`config.mk`:
```
export PLATFORM = sky130hd
export DESIGN_NAME = face_depth_sort_top
export DESIGN_NICKNAME = d
export VERILOG_FILES = /design/src/hdl/fdsort_pkg.sv /design/src/hdl/fdsort_dist.sv /design/src/hdl/fdsort_sorter.sv /design/src/hdl/face_depth_sort_top.sv
export SDC_FILE = /design/constraint.sdc
export NUM_CORES = 2
export LEC_CHECK = 0
export BUFFER_PORTS_ARGS = -buffer_cell sky130_fd_sc_hd__buf_2
export CAP_MARGIN = 20
export CORE_MARGIN = 3
export CORE_UTILIZATION = 55
export DETAILED_ROUTE_END_ITERATION = 16
export PLACE_DENSITY = 0.72
export SLEW_MARGIN = 40
export SYNTH_ARGS = -nofsm -noshare
export SYNTH_HDL_FRONTEND = slang
export SYNTH_SLANG_ARGS = --single-unit
```
`constraint.sdc`:
```
create_clock -name clk -period 17.9 [get_ports clk]
set_clock_uncertainty 0.05 [all_clocks]
set_input_delay 1.79 -clock clk [delete_from_list [all_inputs] [get_ports clk]]
set_output_delay 1.79 -clock clk [all_outputs]
set_load 0.005 [all_outputs]
```
`src/hdl/fdsort_pkg.sv`:
```
package fdsort_pkg;

  localparam int DEPTH_BITS    = 19;
  localparam int FACE_IDX_BITS = 3;
  localparam int ADDR_BITS     = 4;
  localparam int DATA_BITS     = 32;

  localparam logic [1:0] REG_CAMERA_X = 2'd0;
  localparam logic [1:0] REG_CAMERA_Y = 2'd1;
  localparam logic [1:0] REG_CAMERA_Z = 2'd2;

  typedef enum logic [1:0] {
    ST_IDLE,
    ST_WORK,
    ST_INSERT,
    ST_FLUSH
  } ctrl_state_t;

  typedef enum logic [1:0] {
    DP_IDLE,
    DP_MUL,
    DP_SUM,
    DP_ROOT
  } dist_phase_t;

  typedef struct packed {
    logic insert;
    logic load;
  } sort_cmd_t;

endpackage

```
`src/hdl/fdsort_dist.sv`:
```
module fdsort_dist #(
  parameter int COORD_BITS = 16
) (
  input  logic                         clk,
  input  logic                         rst,
  input  logic                         start,
  input  logic signed [COORD_BITS-1:0] vertex_x,
  input  logic signed [COORD_BITS-1:0] vertex_y,
  input  logic signed [COORD_BITS-1:0] vertex_z,
  input  logic signed [COORD_BITS-1:0] camera_x,
  input  logic signed [COORD_BITS-1:0] camera_y,
  input  logic signed [COORD_BITS-1:0] camera_z,
  output logic                         done,
  output logic [COORD_BITS:0]          distance
);

  localparam int D        = COORD_BITS + 1;
  localparam int RW       = 2 * D;
  localparam int CNT_BITS = $clog2(D);

  fdsort_pkg::dist_phase_t phase, phase_next;
  logic [CNT_BITS-1:0] cnt;
  logic                cnt_last;
  logic                finish;

  logic signed [D-1:0] diff [3];
  logic [D-1:0]        mag [3];
  logic [D-1:0]        mplier [3];
  logic [RW-1:0]       mcand [3];
  logic [RW-1:0]       prod [3];

  logic [RW-1:0]       rad;
  logic [D+2:0]        rem, rem_sh, trial, rem_next;
  logic [D-1:0]        root, root_next;
  logic                ge;

  always_comb begin
    diff[0] = D'(vertex_x) - D'(camera_x);
    diff[1] = D'(vertex_y) - D'(camera_y);
    diff[2] = D'(vertex_z) - D'(camera_z);
    for (int k = 0; k < 3; k++) begin
      mag[k] = diff[k][D-1] ? D'(-diff[k]) : D'(diff[k]);
    end
  end

  assign cnt_last = (cnt == CNT_BITS'(D - 1));

  always_ff @(posedge clk) begin
    if (rst) begin
      phase <= fdsort_pkg::DP_IDLE;
    end else begin
      phase <= phase_next;
    end
  end

  always_comb begin
    phase_next = phase;
    finish     = 1'b0;
    case (phase)
      fdsort_pkg::DP_IDLE: begin
        if (start) begin
          phase_next = fdsort_pkg::DP_MUL;
        end
      end
      fdsort_pkg::DP_MUL: begin
        if (cnt_last) begin
          phase_next = fdsort_pkg::DP_SUM;
        end
      end
      fdsort_pkg::DP_SUM: begin
        phase_next = fdsort_pkg::DP_ROOT;
      end
      fdsort_pkg::DP_ROOT: begin
        if (cnt_last) begin
          phase_next = fdsort_pkg::DP_IDLE;
          finish     = 1'b1;
        end
      end
      default: begin
        phase_next = fdsort_pkg::DP_IDLE;
      end
    endcase
  end

  always_ff @(posedge clk) begin
    if (rst) begin
      cnt  <= '0;
      done <= 1'b0;
    end else begin
      done <= finish;
      if (phase == fdsort_pkg::DP_IDLE || phase == fdsort_pkg::DP_SUM) begin
        cnt <= '0;
      end else begin
        cnt <= cnt + 1'b1;
      end
    end
  end

  always_comb begin
    rem_sh    = {rem[D:0], rad[RW-1 -: 2]};
    trial     = {1'b0, root, 2'b01};
    ge        = (rem_sh >= trial);
    rem_next  = ge ? (rem_sh - trial) : rem_sh;
    root_next = {root[D-2:0], ge};
  end

  always_ff @(posedge clk) begin
    case (phase)
      fdsort_pkg::DP_IDLE: begin
        if (start) begin
          for (int k = 0; k < 3; k++) begin
            mplier[k] <= mag[k];
            mcand[k]  <= RW'(mag[k]);
            prod[k]   <= '0;
          end
        end
      end
      fdsort_pkg::DP_MUL: begin
        for (int k = 0; k < 3; k++) begin
          if (mplier[k][0]) begin
            prod[k] <= prod[k] + mcand[k];
          end
          mcand[k]  <= {mcand[k][RW-2:0], 1'b0};
          mplier[k] <= {1'b0, mplier[k][D-1:1]};
        end
      end
      fdsort_pkg::DP_SUM: begin
        rad  <= prod[0] + prod[1] + prod[2];
        rem  <= '0;
        root <= '0;
      end
      fdsort_pkg::DP_ROOT: begin
        rad  <= {rad[RW-3:0], 2'b00};
        rem  <= rem_next;
        root <= root_next;
      end
      default: begin
      end
    endcase
  end

  assign distance = root;

endmodule

```
`src/hdl/fdsort_sorter.sv`:
```
module fdsort_sorter #(
  parameter int FACE_COUNT = 6
) (
  input  logic                                    clk,
  input  logic                                    rst,
  input  fdsort_pkg::sort_cmd_t                   cmd,
  input  logic [fdsort_pkg::DEPTH_BITS-1:0]       key_depth,
  input  logic [$clog2(FACE_COUNT)-1:0]           key_id,
  output logic                                    out_valid,
  input  logic                                    out_stall,
  output logic [fdsort_pkg::FACE_IDX_BITS-1:0]    face_index,
  output logic [fdsort_pkg::DEPTH_BITS-1:0]       face_depth,
  output logic                                    last_face
);

  localparam int DB       = fdsort_pkg::DEPTH_BITS;
  localparam int IB       = $clog2(FACE_COUNT);
  localparam int CNT_BITS = $clog2(FACE_COUNT + 1);

  logic [DB-1:0]         dep [FACE_COUNT];
  logic [IB-1:0]         id [FACE_COUNT];
  logic [FACE_COUNT-1:0] vld;
  logic [FACE_COUNT-1:0] keep;

  logic [DB-1:0]         out_dep [FACE_COUNT];
  logic [IB-1:0]         out_id [FACE_COUNT];
  logic [CNT_BITS-1:0]   out_cnt;
  logic                  out_xfer;

  // An entry stays in place when it is at least as deep as the new one, so
  // equal depths keep their load order.
  always_comb begin
    for (int i = 0; i < FACE_COUNT; i++) begin
      keep[i] = vld[i] && (dep[i] >= key_depth);
    end
  end

  always_ff @(posedge clk) begin
    if (rst) begin
      vld <= '0;
    end else if (cmd.load) begin
      vld <= '0;
    end else if (cmd.insert) begin
      if (!keep[0]) begin
        vld[0] <= 1'b1;
      end
      for (int i = 1; i < FACE_COUNT; i++) begin
        if (!keep[i]) begin
          vld[i] <= keep[i-1] ? 1'b1 : vld[i-1];
        end
      end
    end
  end

  always_ff @(posedge clk) begin
    if (cmd.insert) begin
      if (!keep[0]) begin
        dep[0] <= key_depth;
        id[0]  <= key_id;
      end
      for (int i = 1; i < FACE_COUNT; i++) begin
        if (!keep[i]) begin
          dep[i] <= keep[i-1] ? key_depth : dep[i-1];
          id[i]  <= keep[i-1] ? key_id : id[i-1];
        end
      end
    end
  end

  assign out_xfer = out_valid && !out_stall;

  always_ff @(posedge clk) begin
    if (cmd.load) begin
      for (int i = 0; i < FACE_COUNT; i++) begin
        out_dep[i] <= dep[i];
        out_id[i]  <= id[i];
      end
    end else if (out_xfer) begin
      for (int i = 0; i < FACE_COUNT - 1; i++) begin
        out_dep[i] <= out_dep[i+1];
        out_id[i]  <= out_id[i+1];
      end
    end
  end

  always_ff @(posedge clk) begin
    if (rst) begin
      out_cnt <= '0;
    end else if (cmd.load) begin
      out_cnt <= CNT_BITS'(FACE_COUNT);
    end else if (out_xfer) begin
      out_cnt <= out_cnt - 1'b1;
    end
  end

  assign out_valid  = (out_cnt != '0);
  assign face_index = fdsort_pkg::FACE_IDX_BITS'(out_id[0]);
  assign face_depth = out_dep[0];
  assign last_face  = (out_cnt == CNT_BITS'(1));

  a_load_when_empty: assert property (@(posedge clk) disable iff (rst)
    cmd.load |-> (out_cnt == '0))
    else $error("Result line loaded while results are still pending.");

  a_insert_has_room: assert property (@(posedge clk) disable iff (rst)
    cmd.insert |-> !vld[FACE_COUNT-1])
    else $error("Face inserted into a full list.");

  a_far_to_near: assert property (@(posedge clk) disable iff (rst)
    (out_cnt > CNT_BITS'(1)) |-> (out_dep[0] >= out_dep[1]))
    else $error("Results are not ordered far to near.");

endmodule

```
`src/hdl/face_depth_sort_top.sv`:
```
// Channel   Direction  Handshake           Payload
// config    in         psel/penable/pready camera_x/y/z by paddr, pwdata, prdata
// vertex    in         in_valid/in_stall   vertex_x, vertex_y, vertex_z
// face      out        out_valid/out_stall face_index, face_depth, last_face
//
// For each vertex the block does bit-serial squaring of the three differences,
// then a square root one bit per cycle.
// After the last corner of a face an insert state puts the face into the sorted list.
// After the last face the sorted list moves to the result line in a flush state.
// Reset clears the camera registers, the counters and the list.
// The next run proceeds while results drain; its end waits until the line is empty.
module face_depth_sort_top #(
  parameter int FACE_COUNT       = 6,
  parameter int CORNERS_PER_FACE = 4,
  parameter int COORD_BITS       = 16
) (
  input  logic                                  clk,
  input  logic                                  rst,
  input  logic                                  psel,
  input  logic                                  penable,
  input  logic                                  pwrite,
  input  logic [fdsort_pkg::ADDR_BITS-1:0]      paddr,
  input  logic [fdsort_pkg::DATA_BITS-1:0]      pwdata,
  output logic [fdsort_pkg::DATA_BITS-1:0]      prdata,
  output logic                                  pready,
  input  logic                                  in_valid,
  output logic                                  in_stall,
  input  logic signed [COORD_BITS-1:0]          vertex_x,
  input  logic signed [COORD_BITS-1:0]          vertex_y,
  input  logic signed [COORD_BITS-1:0]          vertex_z,
  output logic                                  out_valid,
  input  logic                                  out_stall,
  output logic [fdsort_pkg::FACE_IDX_BITS-1:0]  face_index,
  output logic [fdsort_pkg::DEPTH_BITS-1:0]     face_depth,
  output logic                                  last_face
);

  localparam int DB          = fdsort_pkg::DEPTH_BITS;
  localparam int IB          = $clog2(FACE_COUNT);
  localparam int CORNER_BITS = $clog2(CORNERS_PER_FACE);
  localparam int SUM_BITS    = ((COORD_BITS + 1 > DB) ? COORD_BITS + 1 : DB) + 1;
  localparam logic [DB-1:0] DEPTH_MAX = '1;

  logic signed [COORD_BITS-1:0] camera_x, camera_y, camera_z;

  fdsort_pkg::ctrl_state_t state, state_next;
  fdsort_pkg::sort_cmd_t   cmd;

  logic                   dist_start;
  logic                   dist_done;
  logic [COORD_BITS:0]    vert_dist;
  logic [CORNER_BITS-1:0] corner_cnt;
  logic [IB-1:0]          face_cnt;
  logic                   corner_last;
  logic                   face_last;
  logic [DB-1:0]          face_acc;
  logic [SUM_BITS-1:0]    acc_sum;
  logic                   cfg_write;

  assign pready    = 1'b1;
  assign cfg_write = psel && penable && pwrite && pready;

  always_ff @(posedge clk) begin
    if (rst) begin
      camera_x <= '0;
      camera_y <= '0;
      camera_z <= '0;
    end else if (cfg_write) begin
      case (paddr[fdsort_pkg::ADDR_BITS-1:2])
        fdsort_pkg::REG_CAMERA_X: camera_x <= pwdata[COORD_BITS-1:0];
        fdsort_pkg::REG_CAMERA_Y: camera_y <= pwdata[COORD_BITS-1:0];
        fdsort_pkg::REG_CAMERA_Z: camera_z <= pwdata[COORD_BITS-1:0];
        default: begin
        end
      endcase
    end
  end

  always_comb begin
    case (paddr[fdsort_pkg::ADDR_BITS-1:2])
      fdsort_pkg::REG_CAMERA_X: prdata = fdsort_pkg::DATA_BITS'(camera_x);
      fdsort_pkg::REG_CAMERA_Y: prdata = fdsort_pkg::DATA_BITS'(camera_y);
      fdsort_pkg::REG_CAMERA_Z: prdata = fdsort_pkg::DATA_BITS'(camera_z);
      default:                  prdata = '0;
    endcase
  end

  fdsort_dist #(
    .COORD_BITS(COORD_BITS)
  ) u_dist (
    .clk      (clk),
    .rst      (rst),
    .start    (dist_start),
    .vertex_x (vertex_x),
    .vertex_y (vertex_y),
    .vertex_z (vertex_z),
    .camera_x (camera_x),
    .camera_y (camera_y),
    .camera_z (camera_z),
    .done     (dist_done),
    .distance (vert_dist)
  );

  assign corner_last = (corner_cnt == CORNER_BITS'(CORNERS_PER_FACE - 1));
  assign face_last   = (face_cnt == IB'(FACE_COUNT - 1));

  always_ff @(posedge clk) begin
    if (rst) begin
      state <= fdsort_pkg::ST_IDLE;
    end else begin
      state <= state_next;
    end
  end

  always_comb begin
    state_next = state;
    cmd        = '0;
    dist_start = 1'b0;
    case (state)
      fdsort_pkg::ST_IDLE: begin
        if (in_valid) begin
          dist_start = 1'b1;
          state_next = fdsort_pkg::ST_WORK;
        end
      end
      fdsort_pkg::ST_WORK: begin
        if (dist_done) begin
          state_next = corner_last ? fdsort_pkg::ST_INSERT : fdsort_pkg::ST_IDLE;
        end
      end
      fdsort_pkg::ST_INSERT: begin
        cmd.insert = 1'b1;
        state_next = face_last ? fdsort_pkg::ST_FLUSH : fdsort_pkg::ST_IDLE;
      end
      fdsort_pkg::ST_FLUSH: begin
        if (!out_valid) begin
          cmd.load   = 1'b1;
          state_next = fdsort_pkg::ST_IDLE;
        end
      end
      default: begin
        state_next = fdsort_pkg::ST_IDLE;
      end
    endcase
  end

  assign in_stall = (state != fdsort_pkg::ST_IDLE);

  always_comb begin
    acc_sum = ((corner_cnt == '0) ? SUM_BITS'(0) : SUM_BITS'(face_acc)) + SUM_BITS'(vert_dist);
  end

  always_ff @(posedge clk) begin
    if (state == fdsort_pkg::ST_WORK && dist_done) begin
      face_acc <= (acc_sum > SUM_BITS'(DEPTH_MAX)) ? DEPTH_MAX : acc_sum[DB-1:0];
    end
  end

  always_ff @(posedge clk) begin
    if (rst) begin
      corner_cnt <= '0;
      face_cnt   <= '0;
    end else begin
      if (state == fdsort_pkg::ST_WORK && dist_done) begin
        corner_cnt <= corner_last ? '0 : corner_cnt + 1'b1;
      end
      if (cmd.insert) begin
        face_cnt <= face_last ? '0 : face_cnt + 1'b1;
      end
    end
  end

  fdsort_sorter #(
    .FACE_COUNT(FACE_COUNT)
  ) u_sorter (
    .clk        (clk),
    .rst        (rst),
    .cmd        (cmd),
    .key_depth  (face_acc),
    .key_id     (face_cnt),
    .out_valid  (out_valid),
    .out_stall  (out_stall),
    .face_index (face_index),
    .face_depth (face_depth),
    .last_face  (last_face)
  );

endmodule
```
-- After elaboration in Yosys (flattened, before gate mapping)
Memory sizes are Yosys's and may differ from the RTL's.
Cells that the tools add are included.
- output and inout port bits: 58
- input bits: 91
- bits in writable memories: 519
- latch bits: 0
- memory bits (read-only): 0
- bits in registers: 160
- logic and storage cells: 231
- memories: 7
- memories (name ; depth ; width ; rd ports ; clocked after Yosys merged registers in ; wr ports ; line ; source):
    u_sorter.dep ; 6 ; 19 ; 6 ; 0 ; 6 ; fdsort_sorter.sv:20 ; logic [DB-1:0] dep [FACE_COUNT];
    u_sorter.out_dep ; 6 ; 19 ; 6 ; 0 ; 6 ; fdsort_sorter.sv:25 ; logic [DB-1:0] out_dep [FACE_COUNT];
    u_dist.mcand ; 3 ; 34 ; 3 ; 0 ; 3 ; fdsort_dist.sv:29 ; logic [RW-1:0] mcand [3];
    u_dist.prod ; 3 ; 34 ; 3 ; 0 ; 3 ; fdsort_dist.sv:30 ; logic [RW-1:0] prod [3];
    u_dist.mplier ; 3 ; 17 ; 3 ; 0 ; 3 ; fdsort_dist.sv:28 ; logic [D-1:0] mplier [3];
    u_sorter.id ; 6 ; 3 ; 6 ; 0 ; 6 ; fdsort_sorter.sv:21 ; logic [IB-1:0] id [FACE_COUNT];
    +1 memories ; n/a ; n/a ; n/a ; n/a ; n/a ; n/a ;
- $lt $le $gt $ge: 8
- divide/modulo/power cells: 0
- bitwise logic cells: 26
- reduce and logical (&&, ||, !) cells: 34
- add/sub/neg operators: 17
- equality and inequality tests: 18
- shifts and indexed selects: 0
- muxes and demuxes: 100
- $mul: 0
- operator list (kind ; number):
    19-bit two-way mux ; 11
    34-bit two-way mux ; 6
    34-bit adder ; 5
    19-bit >= comparator ; 6
    17-bit two-way mux ; 6
    32-bit one-hot mux with 3 select lines ; 1
    34-bit one-hot mux with 2 select lines ; 1
    17-bit negator ; 3
    16-bit by 16-bit subtractor with 17-bit output ; 3
    1-bit two-way mux ; 48
    3-bit two-way mux ; 13
    18-bit one-hot mux with 2 select lines ; 1
    17-bit one-hot mux with 2 select lines ; 1
    19-bit by 17-bit adder with 20-bit output ; 1
    20-bit by 19-bit >= comparator with 1-bit output ; 1
    20-bit by 19-bit greater-than comparator with 1-bit output, second input constant ; 1
    1-bit OR ; 19
    18-bit two-way mux ; 1
    2-bit two-way mux ; 9
    2-bit AND reduction ; 9
    18-bit subtractor ; 1
    2-bit one-hot mux with 4 select lines ; 2
    2-bit equality test, second input constant ; 6
    1-bit logical AND ; 10
    other kinds (18) ; 38

-- Longest topological paths before layout
- depth in word-level cells: 6
- depth in mapped cells: 17
- mapped depth without buffers: 14

-- Hierarchy
A second synthesis with hierarchy kept.
- cell total of the unflattened synthesis: 4097
- area total of the unflattened synthesis: 43210.2 um^2
- by module, submodules not included (module ; area an instance (um^2) ; cells an instance ; sequential area each (um^2) ; times used):
    fdsort_dist ; 24467.2 ; 2524 ; 9889.5 ; 1
    fdsort_sorter ; 14442.6 ; 1034 ; 8107.8 ; 1
    face_depth_sort_top ; 4300.4 ; 539 ; 1671.6 ; 1

-- Worst setup path after synthesis
No wires, ideal clock.
- path kind: input to register
- from: input port out_stall
- to: memory u_sorter.out_dep[0][0] (netlist name) (enable)
- arrival time: 9.545 ns
- data required time: 17.117 ns
- path buffers: 0
- cell stages on the path: 1
- setup time: 0.733 ns
- path slack: 7.572 ns
- cell sequence: o21ai_0
- RTL lines (what ; line ; source):
    from (decl) ; face_depth_sort_top.sv:32 ; input logic out_stall,
    to (decl) ; fdsort_sorter.sv:25 ;

-- Worst setup path in the final report
- from: input port paddr[2] (netlist name)
- to: output port prdata[25] (netlist name)
- word-level cells in the longest chain between the ends: 2
- elaborated cells on any way between the ends: 4
- classes of those cells: 2 x eq/ne; 1 x mux; 1 x reduce/logical
- ends and longest elaborated chain (what ; line ; source):
    from (decl) ; face_depth_sort_top.sv:22 ; input logic [fdsort_pkg::ADDR_BITS-1:0] paddr,
    2-bit equality test (tied with other cells) ; face_depth_sort_top.sv:80 ; case (paddr[fdsort_pkg::ADDR_BITS-1:2])
    32-bit one-hot mux with 3 select lines * ; face_depth_sort_top.sv:80 ;
    to (decl) ; face_depth_sort_top.sv:24 ; output logic [fdsort_pkg::DATA_BITS-1:0] prdata,
Every way passes the cells marked *; elsewhere a longest branch is shown, timed or not.

==> results.cfg <==
[setup_path]
cp_data_required_time_ns = 16.06
cp-end-kind = output port
r2r_slack_ns = 13.10
worstSetupStartpointType = input port
crit_type = input port to output port
worstPathMaxFanout = 22
arrival_ns = 3.49

[sta]
finalCritPeriodShare = 0.2978
finalSetupTns_ns = 0
fin_crit_ns = 5.330
setup_viol = 0
rsz0062_at_grt = no
relSlewSlack = 0.4245
tightest_slew_ns = 0.8632
timing.fmax_mhz = 187.6
hold_viol_final = 0
drv_slew = 0

[final_layout]
fillCellCount = 6026
fin_nets = 4436
area_growth_pct = 9.360
mostFrequentLayoutCells = edfxtp_1, ha_1, nand2_1
design_area_um2 = 45850
fin_util = 0.6117
mostFrequentLayoutCell = edfxtp_1
drive_gt1_frac = 0.1387

[power]
p_leak_nw = 17.87
swShare = 0.3913
power_switching_w = 0.003228
p_int_w = 0.005023
p_per_area_nw_per_um2 = 180.0
irDropWorstVdd_v = 0.0001056
power_frac_clock = 0.183
pwr-share-comb = 0.482
seqPwrFrac = 0.335

[clock_network]
cts_hold_buffers = 0
cts_sinks = 679
cts.clk_slew.worst_paths_ns = 0.06
post_cts_buffers = 0
cts_root_buf = clkbuf_16
numCtsBuffers = 75
clock_path_buffers = 3
cts_tree = yes
cts_max_level = 3
post_cts_resized = 0
clkLatencyLatePin_ns = 0.62

[route]
antenna_left = 0
totalWireLength_um = 97350
dr.pass1.iters = 5
via_per_inst = 5.974
drc_errors = 0
drtIter0Drc = 1882
vias = 29790
avgRoutedWirePerCell_um = 19.52

[floorplan]
rows = 100
die_area_um2 = 79570
coreArea_um2 = 74950
ios = 149
die_w_um = 282.1
start_util = 0.5593
die_height_um = 282.1

[place]
place_hpwl_um = 70930
place_area_um2 = 43460
gp_congestion = 0.9137
port_buffers = 129

[logic_synthesis]
synth-edff-count = 607
ys_warn_count = 0
syn_area_um2 = 41920
ys_types = 82
synth_nets = 4351
synthArstFlopShare = 0
avgSynthCellArea_um2 = 10.82
synth-seq-cells = 679
ys_seq_area_frac = 0.4692
synth-main-ff-cell = edfxtp_1
syn_inst = 3876

[status]
outcome = finished, final reports clean

[global_route]
busiest_layer = met2
grt_pass1_wl_um = 153000
met1_usage = 0.3241
grt_overflow = 0
use_met2 = 0.4066
grt_use_met3 = 0.02963
grt_start_max_net_pins = 117
antenna_found_initial = 1
grt_pass1_vias = 28720
grt_use_total = 0.2413

[job]
maxCapViolCount = 0

[hold_path]
hold_class = flop to flop
flip-flops by register name (all words and copies together) (netlist names), 19 cells and up:
name	cells
u_dist.mplier	51
u_dist.prod	102
u_dist.mcand	102
face_acc	19
u_dist.rad	34
u_sorter.out_dep	114
u_sorter.dep	114
power by group through the flow:
stage	registers (W)	clock network [W]	logic [W]
floorplan	0.00272	0	0.00317
global placement	0.00278	0	0.00389
detailed placement	0.00279	0	0.00395
CTS	0.00276	0.00154	0.00398
global route	0.00280	0.00159	0.00450
finish	0.00276	0.00151	0.00398
logic make-up after synthesis:
| group | share of synthesized area |
|---|---|
| AOI/OAI and AO/OA | 0.1480 |
| adders and majority gates | 0.1220 |
| and+or+nand+nor | 0.1142 |
| other | 0.00008945 |
| DFF | 0.4692 |
| muxes | 0.07342 |
| buffers and inverters | 0.03662 |
| xor gates and xnor gates | 0.03656 |
final timing paths:
path	cells past startpoint	end	start
max	7	prdata[25]	paddr[2]
max reg2reg	14	face_acc[18]	corner_cnt[0]
min	0	u_sorter.out_id[0][17]	u_sorter.id[5][2]
min reg2reg	0	u_sorter.out_id[0][17]	u_sorter.id[5][2]
through the flow:
| step | hold WS (ns) | power, W | setup WS [ns] | std cells |
|---|---|---|---|---|
| finish | 0.3745 | 0.008252 | 12.57 | 4987 |
| global route | 0.3875 | 0.008892 | 12.46 | 4986 |
| CTS | 0.3697 | 0.008281 | 12.65 | 4986 |
| detailed placement | 0.3592 | 0.006744 | 12.62 | 4853 |
| global placement | 0.3517 | 0.006667 | 12.54 | 4851 |
| floorplan | 0.3503 | 0.005897 | 7.572 | 3876 |
per-layer routing:
layer | wire [um] | part of all wire | vias up
met4 | 3403 | 0.035 | 0
met1 | 42520 | 0.44 | 14400
met2 | 46800 | 0.48 | 725
met5 | 0 | 0 | -
met3 | 4628 | 0.048 | 178
li1 | - | - | 14490
Yosys cell counts, types with 97 or more instances:
cell      number  area, um^2
a21o_1       132       991.0
a21oi_1      298        1491
clkbuf_1      97       364.1
edfxtp_1     607       18230
ha_1         343        4292
inv_1        215       807.0
mux2_2       244        2748
nand2_1      306        1149
nor2_1       290        1089
o21ai_0      193       965.9
xnor2_1      102       893.4
final cells by class:
cell class	instances	area, um^2	share of cell area
Inverter	216	813.3	0.01774
Timing Repair Buffer	162	939.7	0.02050
Tap cell	969	1212	0.02645
Clock buffer	96	1986	0.04331
Antenna cell	1	2.502	0.00005458
Clock inverter	37	386.6	0.008433
Sequential cell	679	19670	0.4290
Multi-Input combinational cell	2827	20840	0.4545
worst max-delay path: stages:
cell and delay (ns):
buf_2 0.30, nor2b_1 0.56, buf_4 0.29, nand2_1 0.07, o21ai_0 0.10, buf_4 0.22, buf_2 0.14
(Power assumes the default switching activity.)
